**config.mk**
```make
export PLATFORM = sky130hd
export DESIGN_NAME = ltp_segment_header_parser
export DESIGN_NICKNAME = d
export VERILOG_FILES = /design/src/hw/rtl/lsh_pkg.sv /design/src/hw/rtl/lsh_sdnv_step.sv /design/src/hw/rtl/lsh_core.sv /design/src/hw/rtl/ltp_segment_header_parser.sv
export SDC_FILE = /design/constraint.sdc
export NUM_CORES = 1
export LEC_CHECK = 0
export ABC_AREA = 1
export BUFFER_PORTS_ARGS = -buffer_cell sky130_fd_sc_hd__buf_2
export CAP_MARGIN = 20
export CORE_MARGIN = 4
export CORE_UTILIZATION = 30
export CTS_BUF_LIST = sky130_fd_sc_hd__clkbuf_2
export DETAILED_ROUTE_END_ITERATION = 10
export HOLD_SLACK_MARGIN = 0.1
export PLACE_DENSITY = 0.52
export SLEW_MARGIN = 40
export SYNTH_ARGS = -nofsm -noshare
export SYNTH_HDL_FRONTEND = slang
export SYNTH_SLANG_ARGS = --single-unit
```
**constraint.sdc**
```tcl
create_clock -name clk -period 12.75 [get_ports clk]
set_input_delay 1.275 -clock clk [delete_from_list [all_inputs] [get_ports clk]]
set_output_delay 1.275 -clock clk [all_outputs]
set_load 0.005 [all_outputs]
```
**src/hw/rtl/lsh_pkg.sv**
```systemverilog
// Shared types and constants for the LTP segment header parser.
`default_nettype none

package lsh_pkg;

  // Default SDNV field widths.
  localparam int ORIGINATOR_BITS_DEF = 64;
  localparam int NUMBER_BITS_DEF     = 32;

  // SDNV and header layout constants.
  localparam int          GROUP_BITS  = 7;
  localparam int          NIBBLE_BITS = 4;
  localparam logic [3:0]  NIBBLE_MASK = 4'hF;
  localparam logic [4:0]  COUNT_MAX   = 5'd31;
  localparam logic [4:0]  COUNT_FIRST = 5'd1;

  // Position of the header byte that is expected next.
  typedef enum logic [3:0] {
    PH_CONTROL = 4'b0001,
    PH_ORIG    = 4'b0010,
    PH_NUM     = 4'b0100,
    PH_EXT     = 4'b1000
  } phase_t;

  // One incoming header byte.
  typedef struct packed {
    logic [7:0] byte_value;
    logic       restart;
  } in_item_t;

  // One parsed header.
  typedef struct packed {
    logic [3:0]  version;
    logic [3:0]  segment_type;
    logic [63:0] originator;
    logic [31:0] session_number;
    logic [3:0]  header_ext_count;
    logic [3:0]  trailer_ext_count;
    logic [4:0]  header_length;
    logic        overflow_error;
  } out_item_t;

endpackage

`default_nettype wire

```
**src/hw/rtl/lsh_sdnv_step.sv**
```systemverilog
// One SDNV decode step: shifts a 7-bit group into an accumulator and flags overflow.
`default_nettype none

module lsh_sdnv_step #(
  parameter int WIDTH = 64
) (
  input  wire logic [WIDTH-1:0]                 cur,
  input  wire logic [lsh_pkg::GROUP_BITS-1:0]   grp,
  output logic      [WIDTH-1:0]                 nxt,
  output logic                                  ovf
);

  // Bits shifted out of the top mean the value no longer fits.
  assign ovf = |cur[WIDTH-1:WIDTH-lsh_pkg::GROUP_BITS];

  // Keep the low bits and append the new group.
  assign nxt = {cur[WIDTH-lsh_pkg::GROUP_BITS-1:0], grp};

endmodule

`default_nettype wire

```
**src/hw/rtl/lsh_core.sv**
```systemverilog
// Header parse state machine: tracks the byte position and builds the result.
`default_nettype none

module lsh_core #(
  parameter int ORIGINATOR_BITS = lsh_pkg::ORIGINATOR_BITS_DEF,
  parameter int NUMBER_BITS     = lsh_pkg::NUMBER_BITS_DEF
) (
  input  wire logic              clk,
  input  wire logic              rst_n,
  input  wire logic              step,
  input  wire lsh_pkg::in_item_t item,
  output logic                   emit,
  output lsh_pkg::out_item_t     result
);

  lsh_pkg::phase_t              phase_r, phase_nxt, phase_eff;
  logic [ORIGINATOR_BITS-1:0]   orig_acc_r, orig_acc_nxt, orig_step;
  logic [NUMBER_BITS-1:0]       num_acc_r, num_acc_nxt, num_step;
  logic [7:0]                   ctrl_r, ctrl_nxt;
  logic [4:0]                   count_r, count_nxt, count_inc;
  logic                         ovf_r, ovf_nxt;
  logic                         orig_ovf, num_ovf;
  logic [7:0]                   b;

  assign b = item.byte_value;

  // A restart forces this byte to be read as a control byte.
  assign phase_eff = item.restart ? lsh_pkg::PH_CONTROL : phase_r;
  assign emit      = (phase_eff == lsh_pkg::PH_EXT);

  // Byte count saturates at its maximum.
  assign count_inc = (count_r == lsh_pkg::COUNT_MAX) ? count_r : count_r + 5'd1;

  // SDNV decode steps for both fields.
  lsh_sdnv_step #(.WIDTH(ORIGINATOR_BITS)) u_orig_step (
    .cur (orig_acc_r),
    .grp (b[lsh_pkg::GROUP_BITS-1:0]),
    .nxt (orig_step),
    .ovf (orig_ovf)
  );

  lsh_sdnv_step #(.WIDTH(NUMBER_BITS)) u_num_step (
    .cur (num_acc_r),
    .grp (b[lsh_pkg::GROUP_BITS-1:0]),
    .nxt (num_step),
    .ovf (num_ovf)
  );

  // Next state for the current byte.
  always_comb begin
    phase_nxt    = phase_r;
    orig_acc_nxt = orig_acc_r;
    num_acc_nxt  = num_acc_r;
    ctrl_nxt     = ctrl_r;
    count_nxt    = count_r;
    ovf_nxt      = ovf_r;
    case (phase_eff)
      lsh_pkg::PH_CONTROL: begin
        ctrl_nxt     = b;
        orig_acc_nxt = '0;
        num_acc_nxt  = '0;
        ovf_nxt      = 1'b0;
        count_nxt    = lsh_pkg::COUNT_FIRST;
        phase_nxt    = lsh_pkg::PH_ORIG;
      end
      lsh_pkg::PH_ORIG: begin
        count_nxt    = count_inc;
        orig_acc_nxt = orig_step;
        ovf_nxt      = ovf_r | orig_ovf;
        if (!b[7]) begin
          phase_nxt = lsh_pkg::PH_NUM;
        end
      end
      lsh_pkg::PH_NUM: begin
        count_nxt   = count_inc;
        num_acc_nxt = num_step;
        ovf_nxt     = ovf_r | num_ovf;
        if (!b[7]) begin
          phase_nxt = lsh_pkg::PH_EXT;
        end
      end
      default: begin
        phase_nxt = lsh_pkg::PH_CONTROL;
      end
    endcase
  end

  // Control state is reset; the accumulators are cleared by every control byte.
  always_ff @(posedge clk) begin
    if (!rst_n) begin
      phase_r <= lsh_pkg::PH_CONTROL;
      ctrl_r  <= '0;
      count_r <= '0;
      ovf_r   <= 1'b0;
    end else if (step) begin
      phase_r <= phase_nxt;
      ctrl_r  <= ctrl_nxt;
      count_r <= count_nxt;
      ovf_r   <= ovf_nxt;
    end
  end

  always_ff @(posedge clk) begin
    if (step) begin
      orig_acc_r <= orig_acc_nxt;
      num_acc_r  <= num_acc_nxt;
    end
  end

  // Result fields, valid when the extensions byte is processed.
  always_comb begin
    result.version           = ctrl_r[7:lsh_pkg::NIBBLE_BITS];
    result.segment_type      = ctrl_r[lsh_pkg::NIBBLE_BITS-1:0] & lsh_pkg::NIBBLE_MASK;
    result.originator        = 64'(orig_acc_r);
    result.session_number    = 32'(num_acc_r);
    result.header_ext_count  = b[7:lsh_pkg::NIBBLE_BITS];
    result.trailer_ext_count = b[lsh_pkg::NIBBLE_BITS-1:0] & lsh_pkg::NIBBLE_MASK;
    result.header_length     = count_inc;
    result.overflow_error    = ovf_r;
  end

endmodule

`default_nettype wire

```
**src/hw/rtl/ltp_segment_header_parser.sv**
```systemverilog
// Top level of the LTP segment header parser: input register, parser core, result register.
//
//  Channel | Ports                          | Direction | Carries
//  --------+--------------------------------+-----------+--------------------------
//  input   | in_valid, in_stall, in_item    | in        | one header byte per item
//  result  | out_valid, out_stall, out_item | out       | one parsed header per item
//
// One byte item is taken every cycle unless the input is stalled; the parser core updates
// its state between the input register and the result register.
// The result of an extensions byte is loaded into the result register when the byte
// leaves the input register, which waits while a full result register is stalled.
// Reset is synchronous and active low and returns the parser to expecting a control byte.
// A stalled result holds only bytes that would produce a new result; other bytes keep flowing.
`default_nettype none

module ltp_segment_header_parser #(
  parameter int ORIGINATOR_BITS = lsh_pkg::ORIGINATOR_BITS_DEF,
  parameter int NUMBER_BITS     = lsh_pkg::NUMBER_BITS_DEF
) (
  input  wire logic               clk,
  input  wire logic               rst_n,
  input  wire logic               in_valid,
  output logic                    in_stall,
  input  wire lsh_pkg::in_item_t  in_item,
  output logic                    out_valid,
  input  wire logic               out_stall,
  output lsh_pkg::out_item_t      out_item
);

  logic                in_valid_r;
  lsh_pkg::in_item_t   in_item_r;
  logic                out_valid_r, out_valid_nxt;
  lsh_pkg::out_item_t  out_item_r;
  lsh_pkg::out_item_t  core_result;
  logic                core_step;
  logic                core_emit;
  logic                in_accept;

  // A byte moves on unless it makes a result and the result register is still full.
  assign core_step = in_valid_r && (!core_emit || !out_valid_r || !out_stall);
  assign in_stall  = in_valid_r && !core_step;
  assign in_accept = in_valid && !in_stall;

  // Input register.
  always_ff @(posedge clk) begin
    if (!rst_n) begin
      in_valid_r <= 1'b0;
    end else if (in_accept) begin
      in_valid_r <= 1'b1;
    end else if (core_step) begin
      in_valid_r <= 1'b0;
    end
  end

  always_ff @(posedge clk) begin
    if (in_accept) begin
      in_item_r <= in_item;
    end
  end

  // Parser core.
  lsh_core #(
    .ORIGINATOR_BITS (ORIGINATOR_BITS),
    .NUMBER_BITS     (NUMBER_BITS)
  ) u_core (
    .clk    (clk),
    .rst_n  (rst_n),
    .step   (core_step),
    .item   (in_item_r),
    .emit   (core_emit),
    .result (core_result)
  );

  // Result register.
  always_comb begin
    out_valid_nxt = out_valid_r;
    if (core_step && core_emit) begin
      out_valid_nxt = 1'b1;
    end else if (!out_stall) begin
      out_valid_nxt = 1'b0;
    end
  end

  always_ff @(posedge clk) begin
    if (!rst_n) begin
      out_valid_r <= 1'b0;
    end else begin
      out_valid_r <= out_valid_nxt;
    end
  end

  always_ff @(posedge clk) begin
    if (core_step && core_emit) begin
      out_item_r <= core_result;
    end
  end

  assign out_valid = out_valid_r;
  assign out_item  = out_item_r;

endmodule

`default_nettype wire

```
After elaboration in Yosys (flattened, before gate mapping)
Index checks and enable logic that the tools add are counted.
{"block": "totals", "out_inout_bits": 120, "input_bits": 13, "register_bits": 243}
{"block": "op_classes", "n_mux": 13, "add_sub_neg": 1, "n_eq_ne": 8, "bitwise_logic": 2, "n_reduce_logical": 25}
{"operator": "$pmux 64 s2", "count": 1}
{"operator": "$pmux 32 s2", "count": 1}
{"operator": "$reduce_or 7->1", "count": 2}
{"operator": "$mux 4", "count": 3}
{"operator": "$pmux 4 s3", "count": 1}
{"operator": "$pmux 5 s2", "count": 1}
{"operator": "$reduce_and 2->1", "count": 5}
{"operator": "$reduce_bool 2->1", "count": 4}
{"operator": "$add 5x1->5 const B", "count": 1}
{"operator": "$eq 5x5->1 const B", "count": 1}
{"operator": "$logic_not 1->1", "count": 5}
{"operator": "$mux 5", "count": 1}
{"operator": "$eq 4x1->1 const B", "count": 1}
{"operator": "$eq 4x2->1 const B", "count": 1}
{"operator": "$eq 4x3->1 const B", "count": 1}
{"operator": "$eq 4x4->1 const B", "count": 1}
{"operator": "$logic_and 1x1->1", "count": 4}
{"operator": "$mux 1", "count": 4}
{"operator": "$ne 2x2->1 const B", "count": 2}
{"operator": "$pmux 1 s3", "count": 1}
{"operator": "$reduce_and 3->1", "count": 1}
{"operator": "$reduce_bool 3->1", "count": 1}
{"operator": "$logic_or 1x1->1", "count": 2}
{"operator": "$ne 2x1->1 const B", "count": 1}
{"operator": "other kinds (2)", "count": 3}

Depth between registers and ports, before layout
Gate-level depths: netlist of the first run.
{"block": "logic_depth", "word_depth": 11, "depth_mapped": 9, "depth_no_buf": 9}

Hierarchy
A second synthesis of the first run with hierarchy kept.
{"block": "unflattened", "hier_cells": 718, "area_unflattened_um2": 9442.8}
{"mod": "lsh_core", "area_each_um2": 4708.3, "n_inst": 1, "cells_each": 452, "seq_area_each_um2": 3243.1}
{"mod": "ltp_segment_header_parser", "area_each_um2": 3923.8, "n_inst": 1, "cells_each": 146, "seq_area_each_um2": 3853.7}
{"mod": "lsh_sdnv_step at u_core.u_orig_step", "area_each_um2": 525.5, "n_inst": 1, "cells_each": 76, "seq_area_each_um2": 0.0}
{"mod": "lsh_sdnv_step at u_core.u_num_step", "area_each_um2": 285.3, "n_inst": 1, "cells_each": 44, "seq_area_each_um2": 0.0}

Least setup slack after synthesis of the first run
OpenSTA, ideal clock, no wires.
{"block": "synth_path", "path_kind": "input to register", "start": "input out_stall", "end": "register u_core.orig_acc_r[0] (enable)", "t_arrival_ps": 4925, "setup_slack_ps": 7318, "t_required_ps": 12243, "stages": 6, "n_path_buf": 1, "setup_time_ps": 507, "cell_sequence": "nand2_1 inv_1 a21oi_4 buf_6 inv_2 a21oi_1"}
{"block": "synth_between", "elab_chain_len": 4}
{"item": "start, declared", "line_no": "ltp_segment_header_parser.sv:26", "rtl": "input wire logic out_stall,"}
{"item": "$logic_not 1->1"}
{"item": "$logic_or 1x1->1", "line_no": "ltp_segment_header_parser.sv:40", "rtl": "assign core_step = in_valid_r && (!core_emit || !out_valid_r || !out_stall);"}
{"item": "$logic_and 1x1->1", "line_no": "ltp_segment_header_parser.sv:40"}
{"item": "$reduce_and 2->1 (no source line)"}
{"item": "end signal, assigned", "line_no": "lsh_core.sv:105", "rtl": "orig_acc_r <= orig_acc_nxt;"}
{"item": "end, declared", "line_no": "lsh_core.sv:17", "rtl": "logic [ORIGINATOR_BITS-1:0] orig_acc_r, orig_acc_nxt, orig_step;"}
Every way passes these cells.
A chain may end at the register's enable or synchronous reset.

Worst setup path after layout of the first run
{"block": "layout_path", "start": "input out_stall", "end": "register out_item_r (netlist bit out_item[102]) (enable)"}
{"block": "layout_between", "elab_chain_len": 4}
{"item": "$logic_not 1->1"}
{"item": "$logic_or 1x1->1", "line_no": "ltp_segment_header_parser.sv:40"}
{"item": "$logic_and 1x1->1", "line_no": "ltp_segment_header_parser.sv:40"}
{"item": "$logic_and 1x1->1", "line_no": "ltp_segment_header_parser.sv:93", "rtl": "if (core_step && core_emit) begin"}
{"item": "end signal, assigned", "line_no": "ltp_segment_header_parser.sv:94", "rtl": "out_item_r <= core_result;"}
{"item": "end, declared", "line_no": "ltp_segment_header_parser.sv:33", "rtl": "lsh_pkg::out_item_t out_item_r;"}
Every way passes these cells.

==> run_summary.xml, run 1 <==
<?xml version="1.0" encoding="UTF-8"?>
<metrics>
  <group name="run_status">
    <metric name="run_status" unit="">finished, final reports clean</metric>
  </group>
  <group name="drt">
    <metric name="detail_route.iter0.violations" unit="">214</metric>
    <metric name="iteration_count_of_the_initial_detailed_routing_pass" unit="">4</metric>
    <metric name="post-route-drc-count" unit="">0</metric>
    <metric name="via_count" unit="">4683</metric>
    <metric name="antenna_violating_nets_post_route" unit="">0</metric>
    <metric name="routed_via_density" unit="">3.94</metric>
    <metric name="avgRoutedWirePerCell" unit="um">13.6</metric>
    <metric name="total_length_of_routed_wires" unit="um">16200</metric>
  </group>
  <group name="floorplan">
    <metric name="start_util" unit="%">30.6</metric>
    <metric name="die_boundary_width" unit="um">177</metric>
    <metric name="die_height" unit="um">177</metric>
    <metric name="io_pins" unit="">133</metric>
    <metric name="placement_rows" unit="">61</metric>
    <metric name="core_area" unit="sq mm">0.0279</metric>
    <metric name="fp.dieArea" unit="sq mm">0.0312</metric>
  </group>
  <group name="logic_synthesis">
    <metric name="yosys.area_share.xor_xnor" unit="%">0.102</metric>
    <metric name="synthesis.area_per_instance" unit="sq um">14.8</metric>
    <metric name="ys_dominant_reg_cell" unit="">sky130_fd_sc_hd__edfxtp_1</metric>
    <metric name="main_combinational_cell_family_by_area_after_synthesis" unit="">simple AND/OR/NAND/NOR gates</metric>
    <metric name="synth_cell_type_count" unit="">26</metric>
    <metric name="syn_area" unit="sq mm">0.00855</metric>
    <metric name="postSynthCellCount" unit="">576</metric>
    <metric name="compound_gate_fraction_of_synth_area" unit="%">1.79</metric>
    <metric name="synth.ff_latch_count" unit="">243</metric>
    <metric name="mappedNetlistNets" unit="">590</metric>
    <metric name="post_synth_edffs" unit="">223</metric>
    <metric name="synth_seq_area_share" unit="%">83.0</metric>
    <metric name="simple_gate_share_of_the_synthesized_area" unit="%">8.84</metric>
    <metric name="yosys_warnings" unit="">0</metric>
    <metric name="synth_fa_ha_area_share" unit="%">0.146</metric>
    <metric name="asyncSetResetFlopFracSynth" unit="%">0</metric>
    <metric name="yosys-mux-area-fraction" unit="%">0</metric>
  </group>
  <group name="layout">
    <metric name="layout.core_utilization" unit="%">36.8</metric>
    <metric name="final_net_count" unit="">783</metric>
    <metric name="area_delta_synth_final" unit="%">20.2</metric>
    <metric name="post_route_cells_drive_above_1_share" unit="%">31.2</metric>
    <metric name="post_layout_nonfiller_instances" unit="">1189</metric>
  </group>
  <group name="sta">
    <metric name="timing.final.max_slew_violations" unit="">0</metric>
    <metric name="slew_headroom" unit="%">47.0</metric>
    <metric name="period_share" unit="%">25.6</metric>
    <metric name="tightest_slew" unit="ns">0.795</metric>
    <metric name="final.hold.worst_slack" unit="ns">0.426</metric>
    <metric name="total_negative_slack_for_setup_checks" unit="ns">0</metric>
    <metric name="setup_violators_final" unit="">0</metric>
    <metric name="timing.final.hold_violations" unit="">0</metric>
    <metric name="fin_skew" unit="ns">0.0387</metric>
    <metric name="max_clock_freq" unit="MHz">306</metric>
    <metric name="period_minus_slack" unit="ns">3.27</metric>
    <metric name="rsz0062_at_grt" unit="">no</metric>
  </group>
  <group name="worst_setup_path">
    <metric name="timing_worst_setup_path_type" unit="">primary input to register</metric>
    <metric name="crit_required" unit="ns">13.15</metric>
    <metric name="timing.reg2reg.worst_path_depth" unit="">8</metric>
    <metric name="cp_data_arrival_time" unit="ns">3.67</metric>
    <metric name="r2r_end" unit="">out_item[102]</metric>
    <metric name="timing.reg2reg.setup_slack" unit="ns">9.70</metric>
    <metric name="cp-start-kind" unit="">primary input</metric>
    <metric name="worst_r2r_startpoint" unit="">u_core.phase_r[2]</metric>
    <metric name="cp-end-kind" unit="">register</metric>
    <metric name="critical_path_peak_fanout" unit="">53</metric>
  </group>
  <group name="global_route">
    <metric name="grt_pass1_wl" unit="um">25300</metric>
    <metric name="grt.total_usage" unit="%">10.5</metric>
    <metric name="maximum_number_of_pins_on_one_net_before_global_route_repair" unit="">68</metric>
    <metric name="grt.overflow.total" unit="">0</metric>
    <metric name="vias_in_the_first_global_route" unit="">4856</metric>
    <metric name="antenna_found_initial" unit="">2</metric>
  </group>
  <group name="cts">
    <metric name="cts_hold_buffers" unit="">0</metric>
    <metric name="tritoncts_clock_tree" unit="">yes</metric>
    <metric name="h-tree-depth" unit="">3</metric>
    <metric name="clock_tree.buffer_depth" unit="">3</metric>
    <metric name="numCtsBuffers" unit="">66</metric>
    <metric name="cts_resized" unit="">0</metric>
    <metric name="clock_pin_slew_of_the_registers_on_the_worst_case_setup_and_hold_paths" unit="ns">0.10</metric>
    <metric name="clockRootBuffer" unit="">sky130_fd_sc_hd__clkbuf_2</metric>
    <metric name="clkSinkCount" unit="">243</metric>
    <metric name="clk-insertion-delay-late" unit="ns">0.73</metric>
    <metric name="postCtsSetupBuffers" unit="">0</metric>
  </group>
  <group name="worst_hold_path">
    <metric name="hold_critical_path_depth" unit="">0</metric>
    <metric name="whs_endpoint" unit="">out_item[81]</metric>
    <metric name="min-delay-path-class" unit="">register to register</metric>
    <metric name="worstHoldStart" unit="">u_core.orig_acc_r[35]</metric>
  </group>
  <group name="power_and_ir_drop">
    <metric name="leakagePower" unit="nW">4.13</metric>
    <metric name="power.ir.vdd_worst" unit="uV">62.0</metric>
    <metric name="power_density" unit="mW/mm^2">143</metric>
  </group>
  <group name="placed_design">
    <metric name="hpwl" unit="um">10100</metric>
    <metric name="place_inst" unit="">1079</metric>
    <metric name="place.port_buffers" unit="">132</metric>
    <metric name="global_placer_s_final_weighted_congestion" unit="">0.717</metric>
  </group>
  <group name="job">
    <metric name="maxCapViolCount" unit="">0</metric>
  </group>
</metrics>
-- power by group --
part,internal [W],switching [W]
sequential,0.000883,0.00000962
clock,0.000247,0.000299
combinational,0.00000842,0.0000232
total,0.00114,0.000332
-- worst max-delay path, cell delays in order --
cell	delay, ns
sky130_fd_sc_hd__buf_2	0.09
sky130_fd_sc_hd__nand2_1	0.07
sky130_fd_sc_hd__inv_1	0.08
sky130_fd_sc_hd__a21oi_4	0.52
sky130_fd_sc_hd__nand2_1	0.22
sky130_fd_sc_hd__inv_4	0.57
sky130_fd_sc_hd__buf_4	0.51
sky130_fd_sc_hd__buf_12	0.28
-- per-stage QoR --
stage | setup WS [ns] | cell area (sq um) | power, W
after floorplan | 7.32 | 8550 | 0.000929
after global placement | 8.65 | 9620 | 0.000942
after detailed placement | 8.67 | 9670 | 0.000944
after CTS | 9.50 | 10300 | 0.00150
after global routing | 9.30 | 10300 | 0.00155
final | 9.48 | 10300 | 0.00147
-- registers in the layout, summed over array words and instances (netlist names) --
register and flops:
out_item 118, u_core.ctrl_r 8, u_core.orig_acc_r 64, in_valid_r 1, out_valid 1, u_core.num_acc_r 32
in_item_r 9, u_core.ovf_r 1, u_core.phase_r 4, u_core.count_r 5
-- synth_stat cells, types with 2 or more instances --
cell type	instances	share of area, %
sky130_fd_sc_hd__nand3_2	2	0.23
sky130_fd_sc_hd__a21oi_1	20	1.2
sky130_fd_sc_hd__dfxtp_1	20	4.7
sky130_fd_sc_hd__o21ai_0	2	0.12
sky130_fd_sc_hd__nand3_1	19	1.1
sky130_fd_sc_hd__o21ai_1	2	0.12
sky130_fd_sc_hd__nand2_1	39	1.7
sky130_fd_sc_hd__nand2_2	6	0.44
sky130_fd_sc_hd__edfxtp_1	223	78
sky130_fd_sc_hd__inv_2	3	0.13
sky130_fd_sc_hd__nor2_1	112	4.9
sky130_fd_sc_hd__inv_1	105	4.6
sky130_fd_sc_hd__buf_6	7	0.92
sky130_fd_sc_hd__buf_2	4	0.23
-- area by class of cell --
cell class                      instances  area (sq um)
Timing Repair Buffer                  138           737
Tap cell                              378           473
Fill cell                            2797         17700
Clock inverter                         21           160
Multi-Input combinational cell        211           955
Clock buffer                           88           440
Antenna cell                            1          2.50
Sequential cell                       243          7100
Inverter                              109           412
-- how the worst max path moves through the flow --
stage                            start                   end  slack [ns]  cells after the start
after floorplan              out_stall  u_core.orig_acc_r[0]        7.32                      6
after global placement       out_stall          out_item[61]        8.65                      7
after detailed placement     out_stall         out_item[103]        8.67                      8
after CTS                 in_item_r[0]              in_stall        9.50                      6
after global routing         out_stall         out_item[102]        9.30                      8
final                        out_stall         out_item[102]        9.48                      8
-- logic make-up (layout without fill, tap and decap cells) --
family	count (synthesis)	count (layout)
xor+xnor	1	1
fa+ha+maj	1	1
flops	243	243
simple gates	182	182
compound gates	27	27
buf+inv	122	356
other cells	0	1
-- layout by cell type (no fill, tap or decap), types with 3 or more instances in the layout --
| cell | instances |
|---|---|
| sky130_fd_sc_hd__a21oi_1 | 18 |
| sky130_fd_sc_hd__nand2_2 | 7 |
| sky130_fd_sc_hd__buf_2 | 132 |
| sky130_fd_sc_hd__nand3_1 | 19 |
| sky130_fd_sc_hd__bufinv_16 | 3 |
| sky130_fd_sc_hd__nor2_1 | 112 |
| sky130_fd_sc_hd__nand2_1 | 38 |
| sky130_fd_sc_hd__edfxtp_1 | 223 |
| sky130_fd_sc_hd__dfxtp_1 | 20 |
| sky130_fd_sc_hd__inv_1 | 104 |
| sky130_fd_sc_hd__clkinv_1 | 15 |
| sky130_fd_sc_hd__inv_2 | 5 |
| sky130_fd_sc_hd__clkbuf_2 | 88 |
| sky130_fd_sc_hd__a21oi_4 | 3 |
-- routing by layer --
metal	wire (um)	GRT usage (%)
met1	7570	14.4
met2	7080	15.1
met3	1280	3.46
met4	279	4.87
met5	8	0
(Power assumes the default switching activity.)
==> inputs of run 2 (changes only) <==
--- a/config.mk
+++ b/config.mk
@@ -13,7 +13,7 @@
 export CTS_BUF_LIST = sky130_fd_sc_hd__clkbuf_2
 export DETAILED_ROUTE_END_ITERATION = 10
 export HOLD_SLACK_MARGIN = 0.1
-export PLACE_DENSITY = 0.52
+export PLACE_DENSITY = 0.53
 export SLEW_MARGIN = 40
 export SYNTH_ARGS = -nofsm -noshare
 export SYNTH_HDL_FRONTEND = slang
==> constraint.sdc (replaced) <==
create_clock -name clk -period 2.7 [get_ports clk]
set_input_delay 0.27 -clock clk [delete_from_list [all_inputs] [get_ports clk]]
set_output_delay 0.27 -clock clk [all_outputs]
set_load 0.005 [all_outputs]
==> run 2 against run 1 <==
  * Cell area up 2.5%
  * Clock power rose to 4.9 times the previous value
  * Critical path depth down 2
  * Largest power group unchanged
==> run_summary.xml, run 2 (same netlist as run 1, synthesis figures left out) <==
<?xml version="1.0" encoding="UTF-8"?>
<metrics>
  <group name="drt">
    <metric name="total_length_of_routed_wires" unit="um">16600</metric>
    <metric name="met3WireLength" unit="um">1210</metric>
    <metric name="antenna_violating_nets_post_route" unit="">0</metric>
    <metric name="detail_route.iter0.violations" unit="">254</metric>
    <metric name="via_count" unit="">4854</metric>
    <metric name="post-route-drc-count" unit="">0</metric>
    <metric name="avgRoutedWirePerCell" unit="um">13.6</metric>
    <metric name="routedLengthMet1" unit="um">7010</metric>
    <metric name="routed_via_density" unit="">3.99</metric>
    <metric name="maxUsedRoutingLayer" unit="">met4</metric>
    <metric name="iteration_count_of_the_initial_detailed_routing_pass" unit="">4</metric>
    <metric name="wl_met2" unit="um">7900</metric>
  </group>
  <group name="worst_setup_path">
    <metric name="timing.reg2reg.setup_slack" unit="ns">0.75</metric>
    <metric name="crit_chain" unit="">inv_2 &gt; nand3_2 &gt; nor2_4 &gt; nand3_1 &gt; inv_1 &gt; buf_2</metric>
    <metric name="kind_of_cell_adding_the_most_delay_to_the_critical_path" unit="">flip-flops</metric>
    <metric name="crit_path_top_delay_cell" unit="">sky130_fd_sc_hd__edfxtp_1</metric>
    <metric name="cp-start-kind" unit="">register</metric>
    <metric name="crit_required" unit="ns">2.43</metric>
    <metric name="worstPathBufferInverterCount" unit="">3</metric>
    <metric name="cpPeakStageDelay" unit="ns">0.43</metric>
    <metric name="cp-end-kind" unit="">output port</metric>
    <metric name="timing_worst_setup_path_type" unit="">register to output port</metric>
    <metric name="critical_path_peak_fanout" unit="">6</metric>
    <metric name="cp_data_arrival_time" unit="ns">1.94</metric>
  </group>
  <group name="floorplan">
    <metric name="start_util" unit="%">30.6</metric>
    <metric name="die_height" unit="um">177</metric>
    <metric name="placement_rows" unit="">61</metric>
    <metric name="core_area" unit="sq mm">0.0279</metric>
    <metric name="fp.dieArea" unit="sq mm">0.0312</metric>
    <metric name="io_pins" unit="">133</metric>
    <metric name="die_boundary_width" unit="um">177</metric>
  </group>
  <group name="layout">
    <metric name="layout_commonest_cell" unit="">sky130_fd_sc_hd__edfxtp_1</metric>
    <metric name="layout.core_utilization" unit="%">37.7</metric>
    <metric name="area_delta_synth_final" unit="%">23.3</metric>
    <metric name="layout.cell_area.non_filler" unit="sq mm">0.0105</metric>
    <metric name="largest_register_ff_count" unit="">118</metric>
    <metric name="final_net_count" unit="">806</metric>
    <metric name="num-fill-cells" unit="">2776</metric>
    <metric name="mostFrequentLayoutCells" unit="">223 x sky130_fd_sc_hd__edfxtp_1, 132 x sky130_fd_sc_hd__buf_2, 112 x sky130_fd_sc_hd__nor2_1, 104 x sky130_fd_sc_hd__inv_1, 94 x sky130_fd_sc_hd__clkbuf_2</metric>
    <metric name="post_route_cells_drive_above_1_share" unit="%">31.6</metric>
  </group>
  <group name="cts">
    <metric name="numCtsBuffers" unit="">67</metric>
    <metric name="clock_tree.buffer_depth" unit="">3</metric>
    <metric name="tritoncts_clock_tree" unit="">yes</metric>
    <metric name="clock_pin_slew_of_the_registers_on_the_worst_case_setup_and_hold_paths" unit="ns">0.13</metric>
    <metric name="cts_hold_buffers" unit="">20</metric>
    <metric name="clkSinkCount" unit="">243</metric>
    <metric name="cts_resized" unit="">0</metric>
    <metric name="clk-insertion-delay-late" unit="ns">0.79</metric>
    <metric name="clockRootBuffer" unit="">sky130_fd_sc_hd__clkbuf_2</metric>
    <metric name="h-tree-depth" unit="">3</metric>
    <metric name="postCtsSetupBuffers" unit="">0</metric>
  </group>
  <group name="sta">
    <metric name="finalWorstSetupSlack" unit="ns">0.494</metric>
    <metric name="period_share" unit="%">81.7</metric>
    <metric name="slew_headroom" unit="%">63.8</metric>
    <metric name="timing.final.max_slew_violations" unit="">0</metric>
    <metric name="max_clock_freq" unit="MHz">453</metric>
    <metric name="timing.final.hold_violations" unit="">0</metric>
    <metric name="fin_skew" unit="ns">0.0540</metric>
    <metric name="tightest_slew" unit="ns">0.540</metric>
    <metric name="total_negative_slack_for_setup_checks" unit="ns">0</metric>
    <metric name="setup_violators_final" unit="">0</metric>
    <metric name="period_minus_slack" unit="ns">2.21</metric>
    <metric name="rsz0062_at_grt" unit="">no</metric>
    <metric name="final.hold.worst_slack" unit="ns">0.216</metric>
  </group>
  <group name="global_route">
    <metric name="antenna_found_initial" unit="">1</metric>
    <metric name="maximum_number_of_pins_on_one_net_before_global_route_repair" unit="">79</metric>
    <metric name="grt.overflow.total" unit="">0</metric>
    <metric name="grt.total_usage" unit="%">10.5</metric>
    <metric name="grt_pass1_wl" unit="um">25400</metric>
    <metric name="vias_in_the_first_global_route" unit="">4913</metric>
  </group>
  <group name="worst_hold_path">
    <metric name="min-delay-path-class" unit="">primary input to register</metric>
  </group>
  <group name="placed_design">
    <metric name="place.port_buffers" unit="">132</metric>
    <metric name="detailedPlace.worstSlack" unit="ns">0.800</metric>
    <metric name="global_placer_s_final_weighted_congestion" unit="">0.783</metric>
    <metric name="hpwl" unit="um">10500</metric>
    <metric name="placedInstanceArea" unit="sq mm">0.00969</metric>
  </group>
  <group name="run_status">
    <metric name="run_status" unit="">finished, final reports clean</metric>
  </group>
  <group name="job">
    <metric name="maxCapViolCount" unit="">0</metric>
  </group>
  <group name="power_and_ir_drop">
    <metric name="power_density" unit="mW/mm^2">672</metric>
    <metric name="leakagePower" unit="nW">4.24</metric>
    <metric name="power.ir.vdd_worst" unit="uV">407</metric>
  </group>
</metrics>
==> run 2: through the flow <==
step                      power (W)  cells
final                       0.00707   1218
after floorplan             0.00439    576
after global routing        0.00744   1218
after global placement      0.00445   1081
after CTS                   0.00723   1217
after detailed placement    0.00445   1081
==> run 2: final timing paths <==
kind                                               to             startpoint  cells past startpoint
worst max register to register  u_core.orig_acc_r[38]           in_item_r[0]                      6
worst max-delay path                         in_stall           in_item_r[0]                      6
worst min-delay path                     in_item_r[0]             in_item[0]                      2
worst min register to register           out_item[91]  u_core.orig_acc_r[45]                      0
==> run 2: metal layers <==
metal / GRT usage [%] / vias to the layer above
met4: 5.74 / 0
met1: 12.7 / 2261
met5: 0 / -
met3: 3.99 / 39
met2: 16.3 / 160
li1: - / 2394
==> run 2: where the power goes <==
group	total (W)	switching [W]	internal, W
combinational	0.000169	0.000111	0.0000578
sequential	0.00421	0.0000463	0.00417
clock	0.00269	0.00146	0.00123
total	0.00707	0.00162	0.00546
==> run 2: final cells by class <==
| class | instances | area, sq um | share of cell area (%) |
|---|---|---|---|
| antenna | 1 | 2.50 | 0.0238 |
| clock buffer | 94 | 470 | 4.47 |
| clock inverter | 22 | 175 | 1.66 |
| inverter | 109 | 413 | 3.92 |
| multi-input combinational | 211 | 957 | 9.09 |
| sequential | 243 | 7100 | 67.4 |
| tap | 378 | 473 | 4.49 |
| timing repair buffer | 160 | 946 | 8.98 |
==> inputs of run 3 (changes only) <==
--- a/config.mk
+++ b/config.mk
@@ -13,7 +13,7 @@
 export CTS_BUF_LIST = sky130_fd_sc_hd__clkbuf_2
 export DETAILED_ROUTE_END_ITERATION = 10
 export HOLD_SLACK_MARGIN = 0.1
-export PLACE_DENSITY = 0.53
+export PLACE_DENSITY = 0.52
 export SLEW_MARGIN = 40
 export SYNTH_ARGS = -nofsm -noshare
 export SYNTH_HDL_FRONTEND = slang
==> constraint.sdc (replaced) <==
create_clock -name clk -period 2.3 [get_ports clk]
set_input_delay 0.23 -clock clk [delete_from_list [all_inputs] [get_ports clk]]
set_output_delay 0.23 -clock clk [all_outputs]
set_load 0.005 [all_outputs]
==> run 3 against run 2 <==
  * Cell area up 0.80%
  * Sequential power increased by 18%
  * Clock power about the same
  * Hold slack better by 0.041 ns
  * Cell count is 0.25% higher
  * Die area is the same
  * Routed wire length up 2.2%
  * Global-route usage down 0.27 points
  * Largest power group unchanged
  * Critical endpoint is now u_core.ovf_r
  * Via count down 0.62%
==> run_summary.xml, run 3 (same netlist as run 1, synthesis figures left out) <==
<?xml version="1.0" encoding="UTF-8"?>
<metrics>
  <group name="sta">
    <metric name="fin_skew" unit="ns">0.0960</metric>
    <metric name="timing.final.max_slew_violations" unit="">0</metric>
    <metric name="total_negative_slack_for_setup_checks" unit="ns">0</metric>
    <metric name="finalWorstSetupSlack" unit="ns">0.182</metric>
    <metric name="slew_headroom" unit="%">65.9</metric>
    <metric name="max_clock_freq" unit="MHz">472</metric>
    <metric name="timing.final.hold_violations" unit="">0</metric>
    <metric name="rsz0062_at_grt" unit="">yes</metric>
    <metric name="period_share" unit="%">92.1</metric>
    <metric name="setup_violators_final" unit="">0</metric>
    <metric name="period_minus_slack" unit="ns">2.12</metric>
    <metric name="tightest_slew" unit="ns">0.509</metric>
    <metric name="final.hold.worst_slack" unit="ns">0.257</metric>
  </group>
  <group name="layout">
    <metric name="final_net_count" unit="">811</metric>
    <metric name="layout.core_utilization" unit="%">38.0</metric>
    <metric name="largest_register_ff_count" unit="">118</metric>
    <metric name="area_delta_synth_final" unit="%">24.2</metric>
    <metric name="mostFrequentLayoutCells" unit="">223 x sky130_fd_sc_hd__edfxtp_1, 131 x sky130_fd_sc_hd__buf_2, 111 x sky130_fd_sc_hd__nor2_1, 103 x sky130_fd_sc_hd__inv_1, 94 x sky130_fd_sc_hd__clkbuf_2</metric>
    <metric name="post_route_cells_drive_above_1_share" unit="%">32.2</metric>
    <metric name="post_layout_nonfiller_instances" unit="">1221</metric>
    <metric name="layout_commonest_cell" unit="">sky130_fd_sc_hd__edfxtp_1</metric>
    <metric name="num-fill-cells" unit="">2775</metric>
  </group>
  <group name="worst_hold_path">
    <metric name="min-delay-path-class" unit="">primary input to register</metric>
  </group>
  <group name="cts">
    <metric name="clock_tree.buffer_depth" unit="">3</metric>
    <metric name="numCtsBuffers" unit="">60</metric>
    <metric name="clock_pin_slew_of_the_registers_on_the_worst_case_setup_and_hold_paths" unit="ns">0.10</metric>
    <metric name="clockRootBuffer" unit="">sky130_fd_sc_hd__clkbuf_2</metric>
    <metric name="clkSinkCount" unit="">243</metric>
    <metric name="tritoncts_clock_tree" unit="">yes</metric>
    <metric name="clk-insertion-delay-late" unit="ns">0.82</metric>
    <metric name="h-tree-depth" unit="">2</metric>
  </group>
  <group name="worst_setup_path">
    <metric name="cp-start-kind" unit="">register</metric>
    <metric name="cp-end-kind" unit="">register</metric>
    <metric name="timing_worst_setup_path_type" unit="">register to register</metric>
    <metric name="crit_required" unit="ns">3.05</metric>
    <metric name="cp_data_arrival_time" unit="ns">2.87</metric>
    <metric name="critical_path_peak_fanout" unit="">17</metric>
  </group>
  <group name="drt">
    <metric name="wl_met2" unit="um">7670</metric>
    <metric name="iteration_count_of_the_initial_detailed_routing_pass" unit="">4</metric>
    <metric name="routedLengthMet1" unit="um">7710</metric>
    <metric name="via_count" unit="">4824</metric>
    <metric name="post-route-drc-count" unit="">0</metric>
    <metric name="antenna_violating_nets_post_route" unit="">0</metric>
    <metric name="detail_route.iter0.violations" unit="">320</metric>
    <metric name="maxUsedRoutingLayer" unit="">met4</metric>
    <metric name="routed_via_density" unit="">3.95</metric>
    <metric name="met3WireLength" unit="um">1330</metric>
    <metric name="avgRoutedWirePerCell" unit="um">13.9</metric>
    <metric name="total_length_of_routed_wires" unit="um">17000</metric>
  </group>
  <group name="placed_design">
    <metric name="global_placer_s_final_weighted_congestion" unit="">0.716</metric>
    <metric name="place.port_buffers" unit="">132</metric>
    <metric name="place_inst" unit="">1084</metric>
    <metric name="hpwl" unit="um">10300</metric>
    <metric name="detailedPlace.worstSlack" unit="ns">0.438</metric>
  </group>
  <group name="global_route">
    <metric name="antenna_found_initial" unit="">1</metric>
    <metric name="maximum_number_of_pins_on_one_net_before_global_route_repair" unit="">68</metric>
    <metric name="grt_pass1_wl" unit="um">25200</metric>
    <metric name="grt.overflow.total" unit="">0</metric>
    <metric name="grt.total_usage" unit="%">10.3</metric>
    <metric name="vias_in_the_first_global_route" unit="">4796</metric>
  </group>
  <group name="floorplan">
    <metric name="core_area" unit="sq mm">0.0279</metric>
    <metric name="fp.dieArea" unit="sq mm">0.0312</metric>
    <metric name="die_height" unit="um">177</metric>
    <metric name="die_boundary_width" unit="um">177</metric>
    <metric name="placement_rows" unit="">61</metric>
    <metric name="io_pins" unit="">133</metric>
    <metric name="start_util" unit="%">30.6</metric>
  </group>
  <group name="job">
    <metric name="maxCapViolCount" unit="">0</metric>
  </group>
  <group name="power_and_ir_drop">
    <metric name="power.ir.vdd_worst" unit="uV">285</metric>
    <metric name="leakagePower" unit="nW">4.29</metric>
    <metric name="power_density" unit="mW/mm^2">742</metric>
  </group>
  <group name="run_status">
    <metric name="run_status" unit="">finished, final reports clean</metric>
  </group>
</metrics>
[run 3: final cells by class]
cell class,instances,area (sq um),share of cell area (%)
timing repair buffer,172,1140,10.7
inverter,109,413,3.89
antenna,1,2.50,0.0236
clock inverter,13,56.3,0.530
sequential,243,7100,66.8
tap,378,473,4.45
clock buffer,94,470,4.43
multi-input combinational,211,965,9.09
[run 3: worst max-delay path: stages, from the launching register on]
cell	delay (ns)
sky130_fd_sc_hd__edfxtp_1	0.42
sky130_fd_sc_hd__inv_2	0.13
sky130_fd_sc_hd__o21ai_1	0.11
sky130_fd_sc_hd__nand2_2	0.22
sky130_fd_sc_hd__buf_12	0.20
sky130_fd_sc_hd__nand3_2	0.12
sky130_fd_sc_hd__nand2_2	0.14
sky130_fd_sc_hd__nand2_1	0.06
sky130_fd_sc_hd__a21oi_1	0.11
sky130_fd_sc_hd__dlygate4sd3_1	0.56
[run 3: power breakdown]
group | switching, W | total (W) | leakage [nW] | internal [W]
clock network | 0.00164 | 0.00272 | 0.423 | 0.00108
logic | 0.000134 | 0.000211 | 1.63 | 0.0000765
registers | 0.0000564 | 0.00495 | 2.24 | 0.00489
[run 3: through the flow]
stage | cell area (sq um) | total power [W]
2_1_floorplan | 8570 | 0.00515
3_3_place_gp | 9760 | 0.00523
3_5_place_dp | 9760 | 0.00523
4_1_cts | 10500 | 0.00803
5_1_grt | 10600 | 0.00833
6_report | 10600 | 0.00788
[run 3: path summary, 6_finish.rpt]
| path | endpoint | startpoint | slack [ns] | cells after the start |
|---|---|---|---|---|
| worst max-delay path | u_core.ovf_r | in_item_r[0] | 0.18 | 9 |
| worst min-delay path | u_core.count_r[0] | rst_n | 0.26 | 4 |
| worst max register to register | u_core.ovf_r | in_item_r[0] | 0.18 | 9 |
| worst min register to register | out_item[72] | u_core.orig_acc_r[26] | 0.37 | 0 |
[run 3: routing by layer]
layer / up-vias / GRT usage [%]
met1: 2249 / 13.9
li1: 2397 / -
met2: 155 / 15.1
met3: 23 / 3.74
met4: 0 / 4.06
met5: - / 0
[run 3: what timing repair did]
item | in CTS | in global routing
gates resized for setup | 0 | 5
hold buffers | 24 | 0
hold endpoints to repair | 41 | 0
buffers inserted | 0 | 3
endpoints found under the setup margin | 0 | 2
